### src/assert_macros.svh
// Assertion helpers for the RTL files.
`ifndef ASSERT_MACROS_SVH
`define ASSERT_MACROS_SVH

// Checks a property on every rising clock edge outside of reset.
`define RTPSE_ASSERT(lbl, prop, msg) \
   lbl: assert property (@(posedge clock) disable iff (reset) (prop)) else $error(msg);

// Checks that the consequent holds in the cycle after the antecedent.
`define RTPSE_ASSERT_NEXT(lbl, ante, cons, msg) \
   lbl: assert property (@(posedge clock) disable iff (reset) (ante) |=> (cons)) \
      else $error(msg);

`endif

### src/rtpse_pkg.sv
`timescale 1ns / 1ps
package rtpse_pkg;

   localparam int unsigned CsrIndexWidth = 8;

   typedef logic [CsrIndexWidth-1:0] csr_index_type;

   localparam csr_index_type RegProbationLen     = csr_index_type'(0);
   localparam csr_index_type RegMaxDropout       = csr_index_type'(1);
   localparam csr_index_type RegMaxMisorder      = csr_index_type'(2);
   localparam csr_index_type RegInitialProbation = csr_index_type'(3);

   localparam logic [7:0]  ProbationLenReset     = 8'd2;
   localparam logic [15:0] MaxDropoutReset       = 16'd3000;
   localparam logic [15:0] MaxMisorderReset      = 16'd100;
   localparam logic [7:0]  InitialProbationReset = 8'd0;

   typedef struct packed {
      logic [31:0] extended_seq;
      logic        is_valid;
      logic        did_resync;
      logic        is_stable;
   } result_type;

endpackage

### src/rtp_sequence_extender.sv
// Results are registered: in the result register, or in the skid register while that one is held.
// Throughput: one request word per cycle while req_stall is low; the per-packet update is one compare-and-update pass.
// A two-entry output (result register plus skid register) keeps req_stall low while one
// result waits; req_stall rises only when both entries are full.
// Reset (synchronous, active high) clears the tracking state, loads the register defaults
// and empties the output; the block is ready in the cycle after reset drops.
`timescale 1ns / 1ps
`include "assert_macros.svh"
module rtp_sequence_extender
   import rtpse_pkg::*;
(
   input  logic                clock,
   input  logic                reset,
   input  logic                req_valid,
   output logic                req_stall,
   input  logic [15:0]         req_seq_number,
   output logic                rsp_valid,
   input  logic                rsp_stall,
   output logic [31:0]         rsp_extended_seq,
   output logic                rsp_is_valid,
   output logic                rsp_did_resync,
   output logic                rsp_is_stable,
   input  logic                csr_valid,
   output logic                csr_ready,
   input  logic [CsrIndexWidth-1:0] csr_index,
   input  logic [15:0]         csr_data
);

   logic [7:0]  probation_len_ff;
   logic [15:0] max_dropout_ff;
   logic [15:0] max_misorder_ff;
   logic [7:0]  initial_probation_ff;

   logic        started_ff, started_in;
   logic [15:0] highest_seq_ff, highest_seq_in;
   logic [15:0] wrap_cycles_ff, wrap_cycles_in;
   logic [15:0] bad_candidate_ff, bad_candidate_in;
   logic        bad_candidate_valid_ff, bad_candidate_valid_in;
   logic [7:0]  probation_left_ff, probation_left_in;

   result_type  result_in;
   result_type  out_ff;
   result_type  skid_ff;
   logic        out_valid_ff;
   logic        skid_valid_ff;

   logic        accept;
   logic        pop;
   logic        csr_write;
   logic [15:0] delta;
   logic [16:0] misorder_limit;
   logic [7:0]  probation_dec;

   assign accept    = req_valid && !req_stall;
   assign pop       = out_valid_ff && !rsp_stall;
   assign csr_ready = 1'b1;
   assign csr_write = csr_valid && csr_ready;
   assign req_stall = skid_valid_ff;

   assign rsp_valid        = out_valid_ff;
   assign rsp_extended_seq = out_ff.extended_seq;
   assign rsp_is_valid     = out_ff.is_valid;
   assign rsp_did_resync   = out_ff.did_resync;
   assign rsp_is_stable    = out_ff.is_stable;

   assign delta          = req_seq_number - highest_seq_ff;
   assign misorder_limit = 17'h10000 - {1'b0, max_misorder_ff};
   assign probation_dec  = probation_left_ff - 8'd1;

   always_comb begin
      started_in             = started_ff;
      highest_seq_in         = highest_seq_ff;
      wrap_cycles_in         = wrap_cycles_ff;
      bad_candidate_in       = bad_candidate_ff;
      bad_candidate_valid_in = bad_candidate_valid_ff;
      probation_left_in      = probation_left_ff;
      result_in.is_valid     = 1'b1;
      result_in.did_resync   = 1'b0;
      result_in.is_stable    = 1'b1;

      if (!started_ff) begin
         started_in             = 1'b1;
         highest_seq_in         = req_seq_number;
         wrap_cycles_in         = '0;
         bad_candidate_in       = '0;
         bad_candidate_valid_in = 1'b0;
         result_in.is_stable    = 1'b0;
      end else if (probation_left_ff != 8'd0) begin
         highest_seq_in = req_seq_number;
         if (req_seq_number == highest_seq_ff + 16'd1) begin
            probation_left_in = probation_dec;
            // Probation is over: the counter starts fresh from this packet.
            if (probation_dec == 8'd0) begin
               wrap_cycles_in         = '0;
               bad_candidate_in       = '0;
               bad_candidate_valid_in = 1'b0;
               result_in.is_stable    = 1'b0;
            end
         end else begin
            probation_left_in = probation_len_ff - 8'd1;
         end
      end else if (delta <= max_dropout_ff) begin
         if (req_seq_number < highest_seq_ff) begin
            wrap_cycles_in = wrap_cycles_ff + 16'd1;
         end
         highest_seq_in = req_seq_number;
      end else if ({1'b0, delta} <= misorder_limit) begin
         result_in.is_valid = 1'b0;
         // A second packet continuing the same large jump resynchronizes the stream.
         if (bad_candidate_valid_ff && (req_seq_number == bad_candidate_ff)) begin
            highest_seq_in         = req_seq_number;
            wrap_cycles_in         = '0;
            bad_candidate_in       = '0;
            bad_candidate_valid_in = 1'b0;
            result_in.did_resync   = 1'b1;
            result_in.is_stable    = 1'b0;
         end else begin
            bad_candidate_in       = req_seq_number + 16'd1;
            bad_candidate_valid_in = 1'b1;
         end
      end

      result_in.extended_seq = {wrap_cycles_in, req_seq_number};
   end

   always_ff @(posedge clock) begin
      if (reset) begin
         probation_len_ff     <= ProbationLenReset;
         max_dropout_ff       <= MaxDropoutReset;
         max_misorder_ff      <= MaxMisorderReset;
         initial_probation_ff <= InitialProbationReset;
      end else if (csr_write) begin
         unique case (csr_index)
            RegProbationLen:     probation_len_ff     <= csr_data[7:0];
            RegMaxDropout:       max_dropout_ff       <= csr_data;
            RegMaxMisorder:      max_misorder_ff      <= csr_data;
            RegInitialProbation: initial_probation_ff <= csr_data[7:0];
            default: ;
         endcase
      end
   end

   always_ff @(posedge clock) begin
      if (reset) begin
         started_ff             <= 1'b0;
         highest_seq_ff         <= '0;
         wrap_cycles_ff         <= '0;
         bad_candidate_ff       <= '0;
         bad_candidate_valid_ff <= 1'b0;
         probation_left_ff      <= InitialProbationReset;
      end else if (accept) begin
         started_ff             <= started_in;
         highest_seq_ff         <= highest_seq_in;
         wrap_cycles_ff         <= wrap_cycles_in;
         bad_candidate_ff       <= bad_candidate_in;
         bad_candidate_valid_ff <= bad_candidate_valid_in;
         probation_left_ff      <= probation_left_in;
      end else if (csr_write && (csr_index == RegInitialProbation) && !started_ff) begin
         // Before the first packet, a new initial probation also reloads the count.
         probation_left_ff <= csr_data[7:0];
      end
   end

   always_ff @(posedge clock) begin
      if (reset) begin
         out_valid_ff  <= 1'b0;
         skid_valid_ff <= 1'b0;
      end else if (skid_valid_ff) begin
         if (pop) begin
            out_valid_ff  <= 1'b1;
            skid_valid_ff <= 1'b0;
         end
      end else if (accept) begin
         if (!out_valid_ff || pop) begin
            out_valid_ff <= 1'b1;
         end else begin
            skid_valid_ff <= 1'b1;
         end
      end else if (pop) begin
         out_valid_ff <= 1'b0;
      end
   end

   always_ff @(posedge clock) begin
      if (skid_valid_ff) begin
         if (pop) begin
            out_ff <= skid_ff;
         end
      end else if (accept) begin
         if (!out_valid_ff || pop) begin
            out_ff <= result_in;
         end else begin
            skid_ff <= result_in;
         end
      end
   end

   `RTPSE_ASSERT(skid_needs_out, !skid_valid_ff || out_valid_ff, "skid word without output word")
   `RTPSE_ASSERT_NEXT(accept_gives_result, accept, out_valid_ff, "accepted word gave no result")
   `RTPSE_ASSERT_NEXT(started_sticks, started_ff, started_ff, "started flag dropped")
   `RTPSE_ASSERT_NEXT(wrap_needs_accept, !accept, $stable(wrap_cycles_ff), "wrap count moved")

endmodule

### config.mk
export PLATFORM = sky130hd
export DESIGN_NAME = rtp_sequence_extender
export DESIGN_NICKNAME = d
export VERILOG_FILES = /design/src/rtpse_pkg.sv /design/src/rtp_sequence_extender.sv
export VERILOG_INCLUDE_DIRS = /design/src /design/src/src
export SDC_FILE = /design/constraint.sdc
export NUM_CORES = 1
export LEC_CHECK = 0
export BUFFER_PORTS_ARGS = -buffer_cell sky130_fd_sc_hd__buf_2
export CORE_ASPECT_RATIO = 1.2
export CORE_MARGIN = 5
export CORE_UTILIZATION = 40
export CTS_CLUSTER_DIAMETER = 30
export DETAILED_ROUTE_END_ITERATION = 7
export PLACE_DENSITY = 0.56
export SETUP_SLACK_MARGIN = 0.05
export SYNTH_ARGS = -nofsm -noshare
export SYNTH_HDL_FRONTEND = slang
export SYNTH_SLANG_ARGS = --single-unit
### constraint.sdc
create_clock -name clock -period 4.8 [get_ports clock]
set_clock_uncertainty 0.15 [all_clocks]
set_input_delay 0.48 -clock clock [delete_from_list [all_inputs] [get_ports clock]]
set_output_delay 0.48 -clock clock [all_outputs]
set_load 0.02 [all_outputs]
==> results of run 1 <==
[worst max-delay path: stages (launching register included)]
cell and delay [ns]:
dfxtp_2 0.35, ha_4 0.13, inv_2 0.04, fa_2 0.38
a211oi_4 0.30, o21ai_2 0.12, a32oi_2 0.26, a21oi_2 0.08
o21ai_1 0.15, nand2b_1 0.09, a21oi_2 0.17, xnor2_2 0.10
ha_1 0.34, nand4_1 0.20, or4_4 0.53, a21oi_4 0.18
buf_12 0.14, nand4_1 0.11, or4_4 0.50, o311ai_2 0.09
[per-layer routing]
metal	up-vias	routed length, um	share of wire	GRT usage
li1	4188	-	-	-
met1	4013	11500	0.44	0.222
met2	108	13500	0.52	0.331
met3	34	725	0.028	0.0308
met4	0	488	0.019	0.0587
met5	-	0	0	0
[synth_stat cells (7+ instances only)]
cell type | number | share of area
nor2_1 | 122 | 0.045
dfxtp_1 | 100 | 0.20
nand2_1 | 78 | 0.029
edfxtp_1 | 70 | 0.20
a21oi_1 | 63 | 0.031
inv_1 | 57 | 0.021
ha_1 | 55 | 0.067
mux2i_1 | 45 | 0.044
xnor2_1 | 45 | 0.038
clkbuf_1 | 40 | 0.015
xor2_1 | 39 | 0.033
nand3_1 | 30 | 0.015
o21ai_0 | 26 | 0.013
nor3_1 | 23 | 0.011
nand4_1 | 19 | 0.012
mux2_2 | 17 | 0.019
o2bb2ai_1 | 16 | 0.014
and3_1 | 14 | 0.0085
nor2b_1 | 13 | 0.0079
a211oi_1 | 12 | 0.0088
o31ai_1 | 12 | 0.0088
a211o_1 | 11 | 0.0094
nor4_1 | 11 | 0.0067
o21a_1 | 10 | 0.0073
buf_2 | 9 | 0.0044
a211oi_2 | 8 | 0.0098
or3_1 | 8 | 0.0049
a31oi_1 | 7 | 0.0043
nand2b_1 | 7 | 0.0043
[state kept, by name, summed over array words and instances (netlist names), 8 cells and up]
name	flops
bad_candidate_ff	16
highest_seq_ff	16
wrap_cycles_ff	16
max_dropout_ff	16
max_misorder_ff	16
probation_len_ff	8
skid_ff	35
rsp_extended_seq	32
probation_left_ff	8
[timing repair]
| item | 4_1_cts | 5_1_grt |
|---|---|---|
| resized for setup | 5 | 55 |
| hold buffers | 0 | 0 |
| endpoints found under the setup margin | 62 | 87 |
| endpoints found under the hold margin | 0 | 0 |
| setup buffers | 0 | 4 |
| pin swaps | 0 | 22 |
| cloned | 0 | 0 |
[stage by stage]
step	TNS, ns	total power [W]	setup WS (ns)	hold WS [ns]
2_1_floorplan	0	0.00231	0.0611	0.285
3_3_place_gp	-24.22	0.00265	-0.394	0.296
5_1_grt	-0.231	0.00423	-0.0599	0.135
4_1_cts	0	0.00399	0.0558	0.107
3_5_place_dp	-28.90	0.00266	-0.468	0.301
6_report	0	0.00402	0.204	0.127
[placed cells by master (no fill, tap or decap), drive strengths merged, types with 18 or more instances in the layout]
cell    Yosys  routed
edfxtp     70      70
nand4      20      20
xnor2      45      45
a211oi     20      20
nand3      33      33
nor2      122     122
nand2      79      79
ha         55      55
dfxtp     100     100
inv        57      64
xor2       39      39
mux2       18      18
mux2i      45      45
nor3       26      26
o21ai      29      29
a21oi      67      67
buf        20     162
[cell families (layout without fill, tap and decap cells)]
family / Yosys count / in the layout / synth area share
buffers and inverters: 118 / 251 / 0.0512
adders and majority gates: 56 / 56 / 0.0691
AOI/OAI and AO/OA: 233 / 233 / 0.168
other: 1 / 1 / 0.000366
muxes: 63 / 63 / 0.0641
and+or+nand+nor: 364 / 364 / 0.175
DFF: 170 / 170 / 0.400
xor gates and xnor gates: 84 / 84 / 0.0717
[power by group]
part	internal [W]	leakage (nW)	total (W)	switching, W
combinational	0.000456	3.12	0.00108	0.000624
clock	0.000680	0.264	0.00132	0.000643
sequential	0.00157	1.46	0.00161	0.0000379
total	0.00271	4.84	0.00402	0.00131
[final cells by class]
| type | instances | area [sq um] |
|---|---|---|
| sequential | 170 | 4110 |
| clock inverter | 15 | 135 |
| tap | 330 | 413 |
| inverter | 57 | 214 |
| clock buffer | 17 | 425 |
| fill | 2437 | 13100 |
| timing repair buffer | 162 | 1100 |
| multi-input combinational | 801 | 5900 |
[worst max-delay path by stage]
stage	startpoint	endpoint	slack, ns	depth (start not counted)
final	highest_seq_ff[0]	rsp_extended_seq[31]	0.20	19
after global routing	highest_seq_ff[0]	rsp_extended_seq[31]	-0.06	22
after CTS	highest_seq_ff[0]	rsp_extended_seq[31]	0.06	19
after detailed placement	req_seq_number[0]	rsp_extended_seq[31]	-0.47	21
after global placement	req_seq_number[0]	rsp_extended_seq[31]	-0.39	21
after floorplan	req_seq_number[0]	rsp_extended_seq[29]	0.06	20
==> flow_metrics.py, run 1 <==
metrics = {
    "cells_and_area": {
        "final_cells": 1552,
        "fin_nets": 1310,
        "utilization": 0.484,
        "diodes": 0,
        "synthToLayoutAreaGrowth_pct": 19.9,
        "drive_above_1_share": 0.242,
        "fin_area_sq_mm": 0.0123,
    },
    "detailed_routing": {
        "drtIter0Drc": 425,
        "drtAntennaViolNets": 0,
        "via_count": 8343,
        "wl_per_cell_um": 16.9,
        "first_pass_iters": 7,
        "drc": 0,
        "drt-total-wl_um": 26200,
        "via_per_inst": 5.38,
    },
    "place": {
        "dpl_cell_area_sq_mm": 0.0114,
        "globalplace.congestion": 0.836,
        "placed_cells": 1516,
        "dp_hpwl_um": 19200,
        "port_buffers": 81,
    },
    "sta": {
        "fin_crit_sh": 0.958,
        "maxSlewHeadroom": 0.293,
        "max_slew.worst_pin.slew_ns": 1.04,
        "setup_viol_count_final": 0,
        "maxSlewViolCount": 0,
        "final.min_clock_period_ns": 4.60,
        "final_hold_viol_count": 0,
        "rsz0062_at_grt": "true",
        "fmaxAchievable_ghz": 0.218,
    },
    "logic_synthesis": {
        "synth_area_sq_mm": 0.0103,
        "synth_warnings": 0,
        "syn_nets": 1190,
        "netlist_instances": 1089,
        "ys_ff_latch": 170,
        "ys.flop_type": "dfxtp_1",
        "async_flop_share": 0,
        "yosysUniqueCellTypes": 84,
        "synth_edf_count": 70,
        "synth.avg_cell_area_sq_um": 9.42,
        "ys_seq_area_frac": 0.400,
    },
    "flow_run": {
        "maxCapViolCount": 0,
    },
    "cts": {
        "clock_latency_ns": 0.45,
        "cts_buffers": 17,
        "cts_sinks": 170,
        "root_buffer": "clkbuf_16",
        "clk_pin_slew_ns": 0.07,
        "cts_tree": "done",
        "h-tree-depth": 4,
        "cts.path.max_buffers": 2,
    },
    "worst_hold_path": {
        "min_path_cells": 3,
        "hold_end": "max_dropout_ff[10]",
        "hold_start": "csr_data[10]",
        "hold_path.class": "input port to flop",
    },
    "worst_setup_path": {
        "cp_max_fo": 5,
        "critical_path_class": "flop to flop",
        "crit_arrival_ns": 4.72,
        "r2r_cells": 19,
        "cp-end-kind": "flop",
        "r2r-start": "highest_seq_ff[0]",
        "worstSetupStartpointType": "flop",
        "ff2ff_setup_slack_ns": 0.20,
        "worstReg2RegEnd": "rsp_extended_seq[31]",
        "required_ns": 4.92,
    },
    "die": {
        "rows": 64,
        "initial_core_util": 0.404,
        "die-area_sq_mm": 0.0290,
        "core_sq_mm": 0.0254,
        "pin_count": 83,
        "dieWidth_um": 156,
        "fp.dieH_um": 185,
    },
    "pwr": {
        "p_leak_nw": 4.84,
        "cellPowerDensity_mw_per_mm2": 327,
        "irDropWorstVdd_v": 0.000279,
    },
    "global_route": {
        "antenna_found_initial": 0,
        "grt_pass1_vias": 8284,
        "grt_pass1_wl_um": 42300,
        "grt_max_degree": 71,
        "grt_overflow": 0,
        "grt_usage": 0.184,
    },
    "outcome": {
        "status": "completed",
    },
}
(Power assumes the default switching activity.)
==> run 2: changes to the inputs <==
--- a/config.mk
+++ b/config.mk
@@ -6,13 +6,14 @@
 export SDC_FILE = /design/constraint.sdc
 export NUM_CORES = 1
 export LEC_CHECK = 0
+export ABC_AREA = 1
 export BUFFER_PORTS_ARGS = -buffer_cell sky130_fd_sc_hd__buf_2
 export CORE_ASPECT_RATIO = 1.2
 export CORE_MARGIN = 5
 export CORE_UTILIZATION = 40
 export CTS_CLUSTER_DIAMETER = 30
 export DETAILED_ROUTE_END_ITERATION = 7
-export PLACE_DENSITY = 0.56
+export PLACE_DENSITY = 0.68
 export SETUP_SLACK_MARGIN = 0.05
 export SYNTH_ARGS = -nofsm -noshare
 export SYNTH_HDL_FRONTEND = slang
==> run 2 against run 1 <==
Effect of this change:
- setup slack improved by 0.25 ns
- non-clock buffer count fell by 45
- maximum frequency rose by 5.7%
- final cell count rose by 25%
- power rose by 23%
- flip-flop and latch count did not move
- via count rose by 21%
- core utilization fell by 2.7 points
- design area rose by 0.48%
- synthesized cell count rose by 39%
- clock power rose by 6%
- critical path type unchanged
- critical endpoint unchanged
- largest cell class unchanged
==> flow_metrics.py, run 2 <==
metrics = {
    "die": {
        "initial_core_util": 0.403,
        "dieWidth_um": 161,
        "pin_count": 83,
        "core_sq_mm": 0.0270,
        "fp.dieH_um": 191,
        "die-area_sq_mm": 0.0306,
        "rows": 66,
    },
    "cts": {
        "cts_tree": "done",
        "cts_sinks": 170,
        "clk_pin_slew_ns": 0.07,
        "root_buffer": "clkbuf_16",
        "cts.path.max_buffers": 2,
        "cts_hold_buffers": 0,
        "cts_buffers": 17,
        "clock_latency_ns": 0.44,
        "h-tree-depth": 4,
    },
    "pwr": {
        "irDropWorstVdd_v": 0.000288,
        "cellPowerDensity_mw_per_mm2": 400,
        "p_leak_nw": 5.64,
    },
    "sta": {
        "fmaxAchievable_ghz": 0.230,
        "maxSlewViolCount": 0,
        "setup_viol_count_final": 0,
        "final.min_clock_period_ns": 4.35,
        "max_slew.worst_pin.slew_ns": 1.13,
        "whs_ns": 0.131,
        "fin_crit_sh": 0.906,
        "maxSlewHeadroom": 0.243,
        "final_hold_viol_count": 0,
        "rsz0062_at_grt": "false",
        "fin_setup_tns_ns": 0,
        "fin_ws_ns": 0.453,
    },
    "cells_and_area": {
        "synthToLayoutAreaGrowth_pct": 13.5,
        "largest_register_ffs": 35,
        "final_cell_mix": "nand2_1 (377), inv_1 (175), nand3_1 (144)",
        "mostFrequentLayoutCell": "nand2_1",
        "max_flop_register": "skid_ff",
        "fillers": 2742,
        "drive_above_1_share": 0.106,
        "fin_nets": 1692,
    },
    "place": {
        "port_buffers": 81,
        "dp_hpwl_um": 21000,
        "dp_slack_ns": 0.0514,
        "globalplace.congestion": 0.944,
    },
    "logic_synthesis": {
        "synth_top_family_by_area": "simple AND/OR/NAND/NOR gates",
        "netlist_instances": 1517,
        "yosysMostFrequentCell": "nand2_1",
        "synth_edf_count": 70,
        "ys.flop_type": "dfxtp_1",
        "synth_common_cells": "nand2_1 (378), inv_1 (175), nand3_1 (144)",
        "async_flop_share": 0,
        "synth_top_cell_area_share": 0.193,
        "synth_xor_area_frac": 0.0584,
        "synthSimpleGateAreaFrac": 0.294,
        "syn_nets": 1618,
        "yosysUniqueCellTypes": 44,
        "synth_warnings": 0,
        "synth-adder-area-share": 0.0651,
        "synth_mux_area_frac": 0,
        "ys_top_cells_by_area": "edfxtp_1 (19%), dfxtp_1 (18%), nand2_1 (13%)",
        "synth_top_area_cell": "edfxtp_1",
        "ys_seq_area_frac": 0.377,
        "ys_ff_latch": 170,
        "synth.avg_cell_area_sq_um": 7.17,
        "synth_area_sq_mm": 0.0109,
        "synth_compound_area_frac": 0.117,
    },
    "detailed_routing": {
        "via_count": 10100,
        "drt-total-wl_um": 28100,
        "first_pass_iters": 5,
        "drtAntennaViolNets": 0,
        "drtIter0Drc": 570,
        "via_per_inst": 5.17,
        "wl_per_cell_um": 14.5,
        "drc": 0,
    },
    "worst_setup_path": {
        "crit_arrival_ns": 4.40,
        "cp-end-kind": "flop",
        "required_ns": 4.85,
        "worstSetupStartpointType": "flop",
        "critical_path_class": "flop to flop",
        "cp_max_fo": 16,
    },
    "global_route": {
        "grt_pass1_wl_um": 46900,
        "antenna_found_initial": 2,
        "grt_overflow": 0,
        "grt_usage": 0.185,
        "grt_max_degree": 43,
        "grt_pass1_vias": 9588,
    },
    "outcome": {
        "status": "completed",
    },
    "flow_run": {
        "maxCapViolCount": 0,
    },
    "worst_hold_path": {
        "hold_path.class": "input port to flop",
    },
}
[run 2: layout make-up]
type                       count  area [sq um]  share of cell area
antenna                        1          2.50            0.000203
clock buffer                  17           425              0.0344
clock inverter                15           176              0.0143
inverter                     179           672              0.0544
multi-input combinational   1106          5870               0.475
sequential                   170          4100               0.332
tap                          340           425              0.0344
timing repair buffer         117           679              0.0550
[run 2: worst paths after layout]
path                                          start                    to  slack [ns]  cells after the start
worst max-delay path              highest_seq_ff[4]  rsp_extended_seq[31]        0.45                     24
worst max register to register    highest_seq_ff[4]  rsp_extended_seq[31]        0.45                     24
worst min-delay path                   csr_data[11]    max_dropout_ff[11]        0.13                      3
worst min register to register  bad_candidate_ff[6]   bad_candidate_ff[6]        0.32                      2
[run 2: where the power goes]
group / switching (W) / internal (W) / total [W]
clock network: 0.000656 / 0.000744 / 0.00140
registers: 0.0000855 / 0.00166 / 0.00175
logic: 0.00116 / 0.000640 / 0.00180
total: 0.00190 / 0.00305 / 0.00494
[run 2: layer usage]
metal	track usage	share of wire
met5	0	0.00071
met2	0.315	0.47
met1	0.239	0.46
met4	0.0629	0.022
met3	0.0301	0.049
[run 2: worst max-delay path: stages, from the launching register on]
cell      delay [ns]
dfxtp_1         0.39
inv_1           0.11
ha_1            0.35
a21oi_1         0.18
o21ai_0         0.14
a21oi_2         0.23
o21ai_1         0.12
a31oi_1         0.24
o21ai_1         0.11
xor2_1          0.30
ha_1            0.28
nand2_1         0.08
o21bai_1        0.11
nand2_1         0.06
a21oi_1         0.15
nand2_1         0.15
nand2_1         0.17
nand2_1         0.10
buf_4           0.22
nand2_1         0.07
nand2_1         0.05
nand3_1         0.10
nand2_1         0.12
nand2_1         0.08
nand2_1         0.05
[run 2: logic make-up (layout without fill, tap and decap cells)]
family          after synthesis  in the layout
simple gates                734            734
compound gates              244            244
buf+inv                     241            328
flops                       170            170
xor+xnor                     71             71
fa+ha+maj                    56             56
other cells                   1              2
[run 2: what timing repair did]
| item | CTS | global route |
|---|---|---|
| resized for setup | 0 | 12 |
| buffers inserted | 0 | 7 |
| setup endpoints to repair | 0 | 62 |
[run 2: stage by stage]
stage / power (W) / utilization / cell area [sq um] / cells
finish: 0.00494 / 0.457 / 12400 / 1945
CTS: 0.00492 / 0.454 / 12300 / 1937
global route: 0.00531 / 0.457 / 12400 / 1945
global placement: 0.00346 / 0.432 / 11700 / 1905
detailed placement: 0.00350 / 0.432 / 11700 / 1905
floorplan: 0.00306 / - / 10900 / 1517
